<file path="src/rtl/bba_pkg.sv">
package bba_pkg;

  localparam int MAX_BLOCKS_DEF = 256;
  localparam int ADDR_W         = 32;
  localparam int SIZE_W         = 16;
  localparam int CFG_IDX_W      = 2;
  localparam int STATUS_W       = 3;
  localparam int OUT_IDX_W      = 8;
  localparam int OUT_CNT_W      = 9;

  typedef enum logic [1:0] {
    CMD_ALLOC = 2'd0,
    CMD_FREE  = 2'd1,
    CMD_INIT  = 2'd2,
    CMD_RSVD  = 2'd3
  } cmd_t;

  typedef enum logic [CFG_IDX_W-1:0] {
    REG_POOL_BASE     = 2'd0,
    REG_BLOCK_SIZE    = 2'd1,
    REG_BLOCK_COUNT   = 2'd2,
    REG_BUFFER_LENGTH = 2'd3
  } cfg_reg_t;

  typedef enum logic [STATUS_W-1:0] {
    STAT_OK        = 3'd0,
    STAT_FULL      = 3'd1,
    STAT_BAD_ADDR  = 3'd2,
    STAT_NOT_ALLOC = 3'd3,
    STAT_INIT_REJ  = 3'd4,
    STAT_NOT_INIT  = 3'd5
  } status_t;

  typedef enum logic [3:0] {
    ST_IDLE,
    ST_INIT_MUL,
    ST_INIT_CHK,
    ST_CLEAR,
    ST_SCAN_RD,
    ST_SCAN_CHK,
    ST_ALLOC_MUL,
    ST_ALLOC_ADD,
    ST_DIV,
    ST_FREE_CHK,
    ST_FREE_UPD,
    ST_DONE
  } state_t;

endpackage

</file>
<file path="src/rtl/bba_map_ram.sv">
module bba_map_ram #(
  parameter int DEPTH  = 32,
  parameter int AW     = 5
) (
  input  logic          clk,
  input  logic          wr_en,
  input  logic [AW-1:0] wr_addr,
  input  logic [7:0]    wr_data,
  input  logic          rd_en,
  input  logic [AW-1:0] rd_addr,
  output logic [7:0]    rd_data
);

  logic [7:0] mem [DEPTH];

  always_ff @(posedge clk) begin
    if (wr_en) begin
      mem[wr_addr] <= wr_data;
    end
  end

  always_ff @(posedge clk) begin
    if (rd_en) begin
      rd_data <= mem[rd_addr];
    end
  end

endmodule

</file>
<file path="src/rtl/bba_divider.sv">
module bba_divider (
  input  logic                      clk,
  input  logic                      rst,
  input  logic                      start,
  input  logic [bba_pkg::ADDR_W-1:0] dividend,
  input  logic [bba_pkg::SIZE_W-1:0] divisor,
  output logic                      done,
  output logic [bba_pkg::ADDR_W-1:0] quotient,
  output logic [bba_pkg::SIZE_W-1:0] remainder
);

  import bba_pkg::*;

  localparam int STEP_W = $clog2(ADDR_W);

  logic              busy;
  logic [STEP_W-1:0] step;
  logic [SIZE_W:0]   rem_sh;
  logic [SIZE_W:0]   rem_diff;
  logic              rem_ge;

  // One quotient bit per cycle, restoring form.
  assign rem_sh   = {remainder, quotient[ADDR_W-1]};
  assign rem_diff = rem_sh - {1'b0, divisor};
  assign rem_ge   = (rem_sh >= {1'b0, divisor});

  always_ff @(posedge clk) begin
    if (rst) begin
      busy <= 1'b0;
      done <= 1'b0;
      step <= '0;
    end else begin
      done <= 1'b0;
      if (start) begin
        busy <= 1'b1;
        step <= '0;
      end else if (busy) begin
        step <= step + 1'b1;
        if (step == STEP_W'(ADDR_W - 1)) begin
          busy <= 1'b0;
          done <= 1'b1;
        end
      end
    end
  end

  always_ff @(posedge clk) begin
    if (start) begin
      quotient  <= dividend;
      remainder <= '0;
    end else if (busy) begin
      quotient  <= {quotient[ADDR_W-2:0], rem_ge};
      remainder <= rem_ge ? rem_diff[SIZE_W-1:0] : rem_sh[SIZE_W-1:0];
    end
  end

endmodule

</file>
<file path="src/rtl/bitmap_block_allocator_core.sv">
// Fixed-size block allocator. One bit per block lives in an 8-bit-wide map
// RAM (ceil(MAX_BLOCKS/8) words, registered read). An initialize command
// checks the base address, block size, block count and buffer length,
// latches them and clears the map with a sweep that writes one word a cycle.
// Allocate scans the map from word 0; each word read is issued in
// ST_SCAN_RD and its registered data tested in ST_SCAN_CHK, until the first
// word with a free block. When the pool is full, every word up to the block
// count is read. Free runs address - base through a bit-serial divider to
// get the index and the alignment check, then reads one map word and
// rewrites it when the block was allocated. The unused command, an init
// that fails its register checks, a null free and an alloc or free on a
// pool that is not initialized go straight to the result; an init turned
// down for a short buffer is rejected after the size product is formed.
// One command is in flight at a time; in_stall is high while it runs. The
// result sits in an output register, so the next command can be taken
// while the previous result still waits for its transfer. Configuration
// writes take effect only at the next successful initialize.
module bitmap_block_allocator_core #(
  parameter int MAX_BLOCKS = bba_pkg::MAX_BLOCKS_DEF
) (
  input  logic                          clk,
  input  logic                          rst,
  // configuration
  input  logic                          cfg_write,
  input  logic [bba_pkg::CFG_IDX_W-1:0] cfg_index,
  input  logic [bba_pkg::ADDR_W-1:0]    cfg_data,
  // command channel
  input  logic                          in_valid,
  output logic                          in_stall,
  input  logic [1:0]                    cmd,
  input  logic [bba_pkg::ADDR_W-1:0]    address,
  // result channel
  output logic                          out_valid,
  input  logic                          out_stall,
  output logic [bba_pkg::STATUS_W-1:0]  status,
  output logic [bba_pkg::ADDR_W-1:0]    block_address,
  output logic [bba_pkg::OUT_IDX_W-1:0] block_index,
  output logic [bba_pkg::OUT_CNT_W-1:0] used_count,
  output logic [bba_pkg::OUT_CNT_W-1:0] peak_count
);

  import bba_pkg::*;

  localparam int MAP_WORDS = (MAX_BLOCKS + 7) / 8;
  localparam int WADDR_W   = (MAP_WORDS > 1) ? $clog2(MAP_WORDS) : 1;
  localparam int IDX_W     = WADDR_W + 3;           // block index
  localparam int CMP_W     = WADDR_W + 4;           // word pointer * 8, with headroom
  localparam int CNT_W     = $clog2(MAX_BLOCKS + 1);
  localparam int PROD_W    = IDX_W + SIZE_W;

  // configuration registers
  logic [ADDR_W-1:0] pool_base;
  logic [SIZE_W-1:0] blk_bytes;
  logic [SIZE_W-1:0] blk_total;
  logic [SIZE_W-1:0] buffer_length;

  // pool state
  logic [ADDR_W-1:0] lat_base;
  logic [SIZE_W-1:0] lat_size;
  logic [CNT_W-1:0]  lat_count;
  logic              pool_ready;
  logic [CNT_W-1:0]  used_blocks;
  logic [CNT_W-1:0]  peak_blocks;

  state_t state, state_next;

  // working registers
  logic [WADDR_W:0]  word_ptr;
  logic [ADDR_W-1:0] need_prod;
  logic [IDX_W-1:0]  blk_idx;
  logic [PROD_W-1:0] prod;
  status_t           res_status;
  logic [ADDR_W-1:0] res_addr;
  logic [IDX_W-1:0]  res_idx;

  // map RAM ports
  logic               map_we;
  logic [WADDR_W-1:0] map_waddr;
  logic [7:0]         map_wdata;
  logic               map_re;
  logic [WADDR_W-1:0] map_raddr;
  logic [7:0]         map_rdata;

  // divider
  logic              div_start;
  logic              div_done;
  logic [ADDR_W-1:0] div_quo;
  logic [SIZE_W-1:0] div_rem;

  // decode
  logic              accept;
  logic              init_bad;
  logic              init_short;
  logic [CMP_W-1:0]  word_base;
  logic [CMP_W-1:0]  lat_count_ext;
  logic              scan_end;
  logic              scan_hit;
  logic [2:0]        scan_bit;
  logic              free_bad;
  logic [2:0]        free_bit;
  logic              free_set;
  logic              last_clear;
  logic              out_free;
  logic [CNT_W-1:0]  used_inc;

  assign in_stall = (state != ST_IDLE);
  assign accept   = in_valid && !in_stall;
  assign out_free = !out_valid || !out_stall;

  assign init_bad = (pool_base == '0) || (blk_bytes == '0) || (blk_total == '0) ||
                    (blk_total > SIZE_W'(MAX_BLOCKS));
  assign init_short = ({16'd0, buffer_length} <
                       need_prod + ADDR_W'((17'(blk_total) + 17'd7) >> 3));

  assign word_base     = {word_ptr, 3'b000};
  assign lat_count_ext = CMP_W'(lat_count);
  assign scan_end      = (word_base >= lat_count_ext);
  assign last_clear    = (word_ptr == (WADDR_W + 1)'(MAP_WORDS - 1));
  assign used_inc      = used_blocks + 1'b1;

  // Lowest clear bit of the fetched word that is still inside the pool.
  always_comb begin
    logic [CMP_W-1:0] cand;
    scan_hit = 1'b0;
    scan_bit = '0;
    cand     = '0;
    for (int b = 7; b >= 0; b--) begin
      cand = word_base + CMP_W'(b);
      if (!map_rdata[b] && (cand < lat_count_ext)) begin
        scan_hit = 1'b1;
        scan_bit = 3'(b);
      end
    end
  end

  // Free is out of range on a remainder or an untruncated index past the pool.
  assign free_bad = (div_rem != '0) || (div_quo >= ADDR_W'(lat_count));
  assign free_bit = blk_idx[2:0];
  assign free_set = map_rdata[free_bit];

  bba_map_ram #(
    .DEPTH (MAP_WORDS),
    .AW    (WADDR_W)
  ) u_map (
    .clk     (clk),
    .wr_en   (map_we),
    .wr_addr (map_waddr),
    .wr_data (map_wdata),
    .rd_en   (map_re),
    .rd_addr (map_raddr),
    .rd_data (map_rdata)
  );

  bba_divider u_div (
    .clk       (clk),
    .rst       (rst),
    .start     (div_start),
    .dividend  (address - lat_base),
    .divisor   (lat_size),
    .done      (div_done),
    .quotient  (div_quo),
    .remainder (div_rem)
  );

  always_ff @(posedge clk) begin
    if (rst) begin
      state <= ST_IDLE;
    end else begin
      state <= state_next;
    end
  end

  // Next state, map RAM control and divider start.
  always_comb begin
    state_next = state;
    map_we     = 1'b0;
    map_waddr  = word_ptr[WADDR_W-1:0];
    map_wdata  = '0;
    map_re     = 1'b0;
    map_raddr  = word_ptr[WADDR_W-1:0];
    div_start  = 1'b0;
    case (state)
      ST_IDLE: begin
        if (accept) begin
          case (cmd)
            CMD_INIT: begin
              state_next = init_bad ? ST_DONE : ST_INIT_MUL;
            end
            CMD_ALLOC: begin
              state_next = pool_ready ? ST_SCAN_RD : ST_DONE;
            end
            CMD_FREE: begin
              if (pool_ready && (address != '0)) begin
                div_start  = 1'b1;
                state_next = ST_DIV;
              end else begin
                state_next = ST_DONE;
              end
            end
            default: begin
              state_next = ST_DONE;
            end
          endcase
        end
      end
      ST_INIT_MUL: begin
        state_next = ST_INIT_CHK;
      end
      ST_INIT_CHK: begin
        state_next = init_short ? ST_DONE : ST_CLEAR;
      end
      ST_CLEAR: begin
        map_we = 1'b1;
        if (last_clear) begin
          state_next = ST_DONE;
        end
      end
      ST_SCAN_RD: begin
        if (scan_end) begin
          state_next = ST_DONE;
        end else begin
          map_re     = 1'b1;
          state_next = ST_SCAN_CHK;
        end
      end
      ST_SCAN_CHK: begin
        if (scan_hit) begin
          map_we     = 1'b1;
          map_wdata  = map_rdata | (8'b1 << scan_bit);
          state_next = ST_ALLOC_MUL;
        end else begin
          state_next = ST_SCAN_RD;
        end
      end
      ST_ALLOC_MUL: begin
        state_next = ST_ALLOC_ADD;
      end
      ST_ALLOC_ADD: begin
        state_next = ST_DONE;
      end
      ST_DIV: begin
        if (div_done) begin
          state_next = ST_FREE_CHK;
        end
      end
      ST_FREE_CHK: begin
        if (free_bad) begin
          state_next = ST_DONE;
        end else begin
          map_re     = 1'b1;
          map_raddr  = div_quo[IDX_W-1:3];
          state_next = ST_FREE_UPD;
        end
      end
      ST_FREE_UPD: begin
        map_waddr = blk_idx[IDX_W-1:3];
        if (free_set) begin
          map_we    = 1'b1;
          map_wdata = map_rdata & ~(8'b1 << free_bit);
        end
        state_next = ST_DONE;
      end
      ST_DONE: begin
        if (out_free) begin
          state_next = ST_IDLE;
        end
      end
      default: begin
        state_next = ST_IDLE;
      end
    endcase
  end

  // Configuration registers: the user must write them only while idle; the block itself does not enforce it.
  always_ff @(posedge clk) begin
    if (rst) begin
      pool_base     <= '0;
      blk_bytes     <= '0;
      blk_total     <= '0;
      buffer_length <= '0;
    end else if (cfg_write) begin
      case (cfg_index)
        REG_POOL_BASE:     pool_base     <= cfg_data;
        REG_BLOCK_SIZE:    blk_bytes     <= cfg_data[SIZE_W-1:0];
        REG_BLOCK_COUNT:   blk_total     <= cfg_data[SIZE_W-1:0];
        REG_BUFFER_LENGTH: buffer_length <= cfg_data[SIZE_W-1:0];
        default: ;
      endcase
    end
  end

  // Pool state and counts.
  always_ff @(posedge clk) begin
    if (rst) begin
      lat_base    <= '0;
      lat_size    <= '0;
      lat_count   <= '0;
      pool_ready  <= 1'b0;
      used_blocks <= '0;
      peak_blocks <= '0;
    end else begin
      case (state)
        ST_INIT_CHK: begin
          if (!init_short) begin
            lat_base    <= pool_base;
            lat_size    <= blk_bytes;
            lat_count   <= blk_total[CNT_W-1:0];
            pool_ready  <= 1'b1;
            used_blocks <= '0;
            peak_blocks <= '0;
          end
        end
        ST_SCAN_CHK: begin
          if (scan_hit) begin
            used_blocks <= used_inc;
            if (used_inc > peak_blocks) begin
              peak_blocks <= used_inc;
            end
          end
        end
        ST_FREE_UPD: begin
          if (free_set && (used_blocks != '0)) begin
            used_blocks <= used_blocks - 1'b1;
          end
        end
        default: ;
      endcase
    end
  end

  // Working registers and the pending result.
  always_ff @(posedge clk) begin
    case (state)
      ST_IDLE: begin
        word_ptr <= '0;
        res_addr <= '0;
        res_idx  <= '0;
        if (accept) begin
          case (cmd)
            CMD_INIT:  res_status <= init_bad ? STAT_INIT_REJ : STAT_OK;
            CMD_ALLOC: res_status <= pool_ready ? STAT_OK : STAT_NOT_INIT;
            CMD_FREE: begin
              if (!pool_ready) begin
                res_status <= STAT_NOT_INIT;
              end else if (address == '0) begin
                res_status <= STAT_BAD_ADDR;
              end else begin
                res_status <= STAT_OK;
              end
            end
            default:   res_status <= STAT_INIT_REJ;
          endcase
        end
      end
      ST_INIT_MUL: begin
        need_prod <= blk_bytes * blk_total;
      end
      ST_INIT_CHK: begin
        if (init_short) begin
          res_status <= STAT_INIT_REJ;
        end
      end
      ST_CLEAR: begin
        word_ptr <= word_ptr + 1'b1;
      end
      ST_SCAN_RD: begin
        if (scan_end) begin
          res_status <= STAT_FULL;
        end
      end
      ST_SCAN_CHK: begin
        if (scan_hit) begin
          blk_idx <= {word_ptr[WADDR_W-1:0], scan_bit};
        end else begin
          word_ptr <= word_ptr + 1'b1;
        end
      end
      ST_ALLOC_MUL: begin
        prod <= blk_idx * lat_size;
      end
      ST_ALLOC_ADD: begin
        res_addr <= lat_base + ADDR_W'(prod);
        res_idx  <= blk_idx;
      end
      ST_FREE_CHK: begin
        blk_idx <= div_quo[IDX_W-1:0];
        if (free_bad) begin
          res_status <= STAT_BAD_ADDR;
        end
      end
      ST_FREE_UPD: begin
        if (free_set) begin
          res_idx <= blk_idx;
        end else begin
          res_status <= STAT_NOT_ALLOC;
        end
      end
      default: ;
    endcase
  end

  // Output register: hold until the transfer, load when the slot is free.
  always_ff @(posedge clk) begin
    if (rst) begin
      out_valid <= 1'b0;
    end else if ((state == ST_DONE) && out_free) begin
      out_valid <= 1'b1;
    end else if (!out_stall) begin
      out_valid <= 1'b0;
    end
  end

  always_ff @(posedge clk) begin
    if ((state == ST_DONE) && out_free) begin
      status        <= res_status;
      block_address <= res_addr;
      block_index   <= OUT_IDX_W'(res_idx);
      used_count    <= OUT_CNT_W'(used_blocks);
      peak_count    <= OUT_CNT_W'(peak_blocks);
    end
  end

endmodule

</file>
<file path="config.mk">
export PLATFORM = sky130hd
export DESIGN_NAME = bitmap_block_allocator_core
export DESIGN_NICKNAME = d
export VERILOG_FILES = /design/src/rtl/bba_pkg.sv /design/src/rtl/bba_map_ram.sv /design/src/rtl/bba_divider.sv /design/src/rtl/bitmap_block_allocator_core.sv
export SDC_FILE = /design/constraint.sdc
export NUM_CORES = 2
export LEC_CHECK = 0
export BUFFER_PORTS_ARGS = -buffer_cell sky130_fd_sc_hd__buf_2
export CORE_UTILIZATION = 40
export CTS_CLUSTER_SIZE = 10
export DETAILED_ROUTE_END_ITERATION = 7
export PLACE_DENSITY = 0.53
export REMOVE_ABC_BUFFERS = 1
export SETUP_SLACK_MARGIN = 0.3
export SLEW_MARGIN = 10
export SYNTH_ARGS = -nofsm -noshare
export SYNTH_HDL_FRONTEND = slang
export SYNTH_SLANG_ARGS = --single-unit
</file>
<file path="constraint.sdc">
create_clock -name clk -period 6.5 [get_ports clk]
set_clock_uncertainty 0.2 [all_clocks]
set_input_delay 0.65 -clock clk [delete_from_list [all_inputs] [get_ports clk]]
set_output_delay 0.65 -clock clk [all_outputs]
set_load 0.005 [all_outputs]
</file>
==> impl_results.md <==
- Result of the run: completed
- Fraction of power consumed by the clock network: 33.9%
- Syn Area/Cell: 9.82 um2
- Number of H-tree branching levels: 3
- Share of power burned in registers: 40.8%
- Ports placed on the boundary: 136
- Area added between synthesis and finish: 14.5%
- Critical setup path kind: flop to flop
- First-pass DRT Iterations: 5
- Critical Path Max Stage Delay: 0.54 ns
- Type of element launching the critical path: flop
- Final-report setup violation count: 0
- Placeable Area: 0.108 mm2
- Worst Hold Margin: 0.0368 ns
- Core Rows: 120
- Vertical extent of the die: 333 um
- Mapped cell area: 0.0437 mm2
- Initial antenna violation count: 1
- Global router's overall resource usage: 22.5%
- Clock insertion delay at the later pin of the skew report: 0.68 ns
- Largest net degree at the start of global routing: 72
- Kind of capture point of the worst setup path: flop
- Overall via count from detail_route: 32800
- Sequential Area: 0.0178 mm2
- Ys flop type: sky130_fd_sc_hd__edfxtp_1
- Max Root-Sink Buffers: 3
- Post-Synthesis Cells: 4452
- Drt total wl: 124000 um
- Vias in the first global route: 32700
- Final-report hold violation count: 0
- Via density: 5.35
- Total CTS buffers: 81
- Post-layout util: 46.5%
- Die area: 0.111 mm2
- Wire per inst: 20.2 um
- Number of distinct library cells after synthesis: 85
- Slowest stage cell, crit path: sky130_fd_sc_hd__fa_1
- Worst slew margin relative to its limit: 29.4%
- Final period demand of the worst path: 6.33 ns
- Fill cell count: 10300
- Area used by multi-input combinational logic: 0.0239 mm2
- TritonCTS clock tree: built
- Leakage power summed over all cells: 0.0207 uW
- Fraction of registers with async set or reset after synthesis: 0%
- Number of violations reported at the end of detailed-routing iteration 0: 2283
- Count of flip-flops with a built-in enable after synthesis: 470
- Chip Width: 333 um
- Portion of the clock cycle consumed by the worst path in the final layout: 97.3%
- Setup repair after global routing missed its margin: yes
- Int Pwr: 8470 uW
- Switching power: 4290 uW
- Number of buffers inserted by port buffering: 135
- Count of nets left with antenna violations after detail routing: 0
- Clock edge transition at the registers on the reported setup and hold paths: 0.06 ns
- Total grt overflow: 0
- Placed wire-length estimate after detailed placement: 92100 um
- Initial Util: 40.6%
- Top fanout value on the critical path: 7
- Max Clk Rate: 158 MHz
- Cell-by-cell listing of the critical path: and2_4, fa_1, inv_1, fa_2, fa_2, fa_1, inv_1, fa_1, fa_1, ha_4, a21o_1, a21o_1, a221o_1, a41o_1, o311a_4, a2111oi_4, o41ai_2, a21oi_1, xnor2_1
- Gate power share: 25.2%
- Most common cell type on the critical path: sky130_fd_sc_hd__fa_1
- Switching part of the total power: 33.6%
- Maximum resistive drop on vdd: 179 uV
- Data arrival time at the worst-slack endpoint: 6.53 ns
- Required time of the worst setup path: 6.70 ns
- Transition time at the pin with the least slew margin: 1.05 ns
- Setup TNS: 0 ns
- Global-route wire length before repair: 194000 um
- Sequential-to-total area share from yosys stat: 40.7%
- #FFs+latches synth: 654
- Total number of clock tree sinks: 654
- Class of the tightest hold or removal check: input port to flop
- Maximum Capacitance Violations: 0
- Number of slew-limit violations in the final report: 0
- Fin nets: 5291
- CTS Root Cell: sky130_fd_sc_hd__clkbuf_16
- Final weighted congestion of routability-driven global placement: 0.914
- Number of remaining DRC errors: 0
- Power density cells: 255 mW/mm2
- Share of post-route cells with drive strength above 1: 12.4%
- Warnings, synthesis: 0
==> cell usage after synthesis (all sizes together), types with 9 or more instances <==
library cell,count,area share (%)
a211oi,10,0.17
dfxtp,184,8.4
nand4,29,0.41
nor2,303,2.6
o41ai,14,0.28
clkbuf,173,1.5
nand3,155,1.8
mux2i,107,2.4
nor3,50,0.58
o21ai,144,1.6
ha,279,8.0
o21a,32,0.55
and3,26,0.37
nor2b,30,0.43
a31oi,45,0.64
fa,282,13
a21oi,217,2.5
inv,438,3.8
or2,14,0.20
xnor2,86,1.7
o22ai,27,0.39
a21o,51,0.88
nand2,747,6.4
a21boi,9,0.15
edfxtp,470,32
nand2b,30,0.43
or3,25,0.36
xor2,56,1.1
nor4,44,0.63
o21bai,15,0.26
and2,147,2.1
a31o,9,0.18
o31ai,21,0.36
buf,32,0.45
o211ai,13,0.22
==> through the flow <==
| stage | worst slack (ns) | cell area (um2) | instances | power [uW] |
|---|---|---|---|---|
| 4_1_cts | -0.0173 | 49800 | 6109 | 12800 |
| 2_1_floorplan | -3.15 | 42900 | 4247 | 7220 |
| 3_5_place_dp | -0.262 | 46800 | 5948 | 8460 |
| 5_1_grt | 0.00375 | 50100 | 6118 | 13400 |
| 3_3_place_gp | -0.228 | 46800 | 5948 | 8460 |
| 6_report | 0.174 | 50100 | 6119 | 12800 |
==> final cells by class <==
| class | instances | area share, % |
|---|---|---|
| diodes | 1 | 0.00500 |
| clock buffers | 124 | 4.62 |
| clock inverters | 17 | 0.415 |
| inverters | 441 | 3.30 |
| multi-input cells | 3152 | 47.8 |
| flip-flops and latches | 654 | 35.6 |
| well taps | 1403 | 3.50 |
| repair buffers | 327 | 4.73 |
==> critical path, delay by kind of cell (launching register included) <==
| family | cells | cell delay, ns |
|---|---|---|
| XOR/XNOR | 1 | 0.08 |
| flip-flops | 1 | 0.36 |
| buffers and inverters | 2 | 0.10 |
| AO/OA/AOI/OAI | 8 | 1.92 |
| adder cells (fa/ha/maj) | 7 | 3.24 |
| AND/OR/NAND/NOR | 1 | 0.16 |
==> per-layer routing <==
metal | wire [um] | GRT usage, % | up-vias
met5 | 0 | 0 | -
met4 | 1810 | 4.39 | 0
met3 | 6440 | 3.24 | 122
met2 | 56600 | 36.0 | 816
met1 | 58900 | 32.5 | 16200
li1 | - | - | 15700
==> timing repair <==
| action | 4_1_cts | 5_1_grt |
|---|---|---|
| endpoints found under the hold margin | 5 | 0 |
| setup endpoints to repair | 46 | 92 |
| buffers inserted | 15 | 9 |
| pin swaps | 57 | 48 |
| gates resized for setup | 94 | 67 |
| hold buffers | 5 | 0 |
==> sequential cells by signal (all words and copies together) (netlist names), 6 cells and up <==
name	cells
peak_count	9
peak_blocks	9
u_map.rd_data	8
blk_bytes	16
blk_total	16
block_address	32
lat_count	9
u_map.mem	256
need_prod	32
pool_base	32
used_count	9
word_ptr	6
res_addr	32
lat_base	32
buffer_length	16
used_blocks	9
lat_size	16
blk_idx	8
block_index	8
res_idx	8
prod	24
u_div.remainder	16
u_div.quotient	32
==> cells in the final DEF (no fill, tap or decap), types with 13 or more instances in the layout <==
cell                        netlist  routed
sky130_fd_sc_hd__clkbuf_1       173      34
sky130_fd_sc_hd__xor2_1          56      54
sky130_fd_sc_hd__nor2b_1         29      29
sky130_fd_sc_hd__edfxtp_1       470     470
sky130_fd_sc_hd__a21oi_1        217     212
sky130_fd_sc_hd__o31ai_1         21      19
sky130_fd_sc_hd__nor3_1          49      48
sky130_fd_sc_hd__o21a_1          32      32
sky130_fd_sc_hd__xnor2_1         86      86
sky130_fd_sc_hd__and3_1          26      23
sky130_fd_sc_hd__and2_1         147     135
sky130_fd_sc_hd__nand3_1        155     154
sky130_fd_sc_hd__ha_1           279     266
sky130_fd_sc_hd__nand2_1        747     746
sky130_fd_sc_hd__o21bai_1        15      15
sky130_fd_sc_hd__or3_1           25      25
sky130_fd_sc_hd__dfxtp_1        184     163
sky130_fd_sc_hd__mux2i_1        107     103
sky130_fd_sc_hd__a21o_1          51      51
sky130_fd_sc_hd__o22ai_1         27      27
sky130_fd_sc_hd__clkbuf_16        0      84
sky130_fd_sc_hd__nor2_1         303     298
sky130_fd_sc_hd__or2_2           13      13
sky130_fd_sc_hd__o211ai_1        13      13
sky130_fd_sc_hd__a31oi_1         45      42
sky130_fd_sc_hd__buf_4            0     146
sky130_fd_sc_hd__nor4_1          44      44
sky130_fd_sc_hd__inv_1          438     426
sky130_fd_sc_hd__buf_6            7      31
sky130_fd_sc_hd__nand2b_1        30      30
sky130_fd_sc_hd__buf_2           18     134
sky130_fd_sc_hd__o21ai_0        143     130
sky130_fd_sc_hd__nand4_1         29      29
sky130_fd_sc_hd__fa_1           282     273
==> power groups by stage <==
| stage | Clock, uW | Sequential [uW] | Combinational [uW] |
|---|---|---|---|
| 2_1_floorplan | 0 | 5230 | 1990 |
| 3_3_place_gp | 0 | 5290 | 3170 |
| 3_5_place_dp | 0 | 5290 | 3170 |
| 4_1_cts | 4430 | 5210 | 3200 |
| 5_1_grt | 4600 | 5250 | 3550 |
| 6_report | 4330 | 5210 | 3220 |
==> cell families (layout without fill, tap and decap cells) <==
logic type               Yosys count  after routing  synth area share, %
AO/OA/AOI/OAI                    695            695                 10.1
XOR/XNOR                         142            142                 2.84
adder cells (fa/ha/maj)          561            561                 20.9
buffers and inverters            646            909                 5.72
flip-flops                       654            654                 40.7
multiplexers                     117            117                 2.76
other                              0              1                    0
AND/OR/NAND/NOR                 1637           1637                 17.0
==> worst paths after layout <==
check / from / end / slack, ns / cells after the start
worst min register to register: res_addr[28] / block_address[28] / 0.22 / 0
worst max-delay path: blk_total[6] / need_prod[30] / 0.17 / 19
worst min-delay path: cfg_data[19] / pool_base[19] / 0.04 / 3
worst max register to register: blk_total[6] / need_prod[30] / 0.17 / 19
Note: power is estimated with default switching activity, not from simulation.
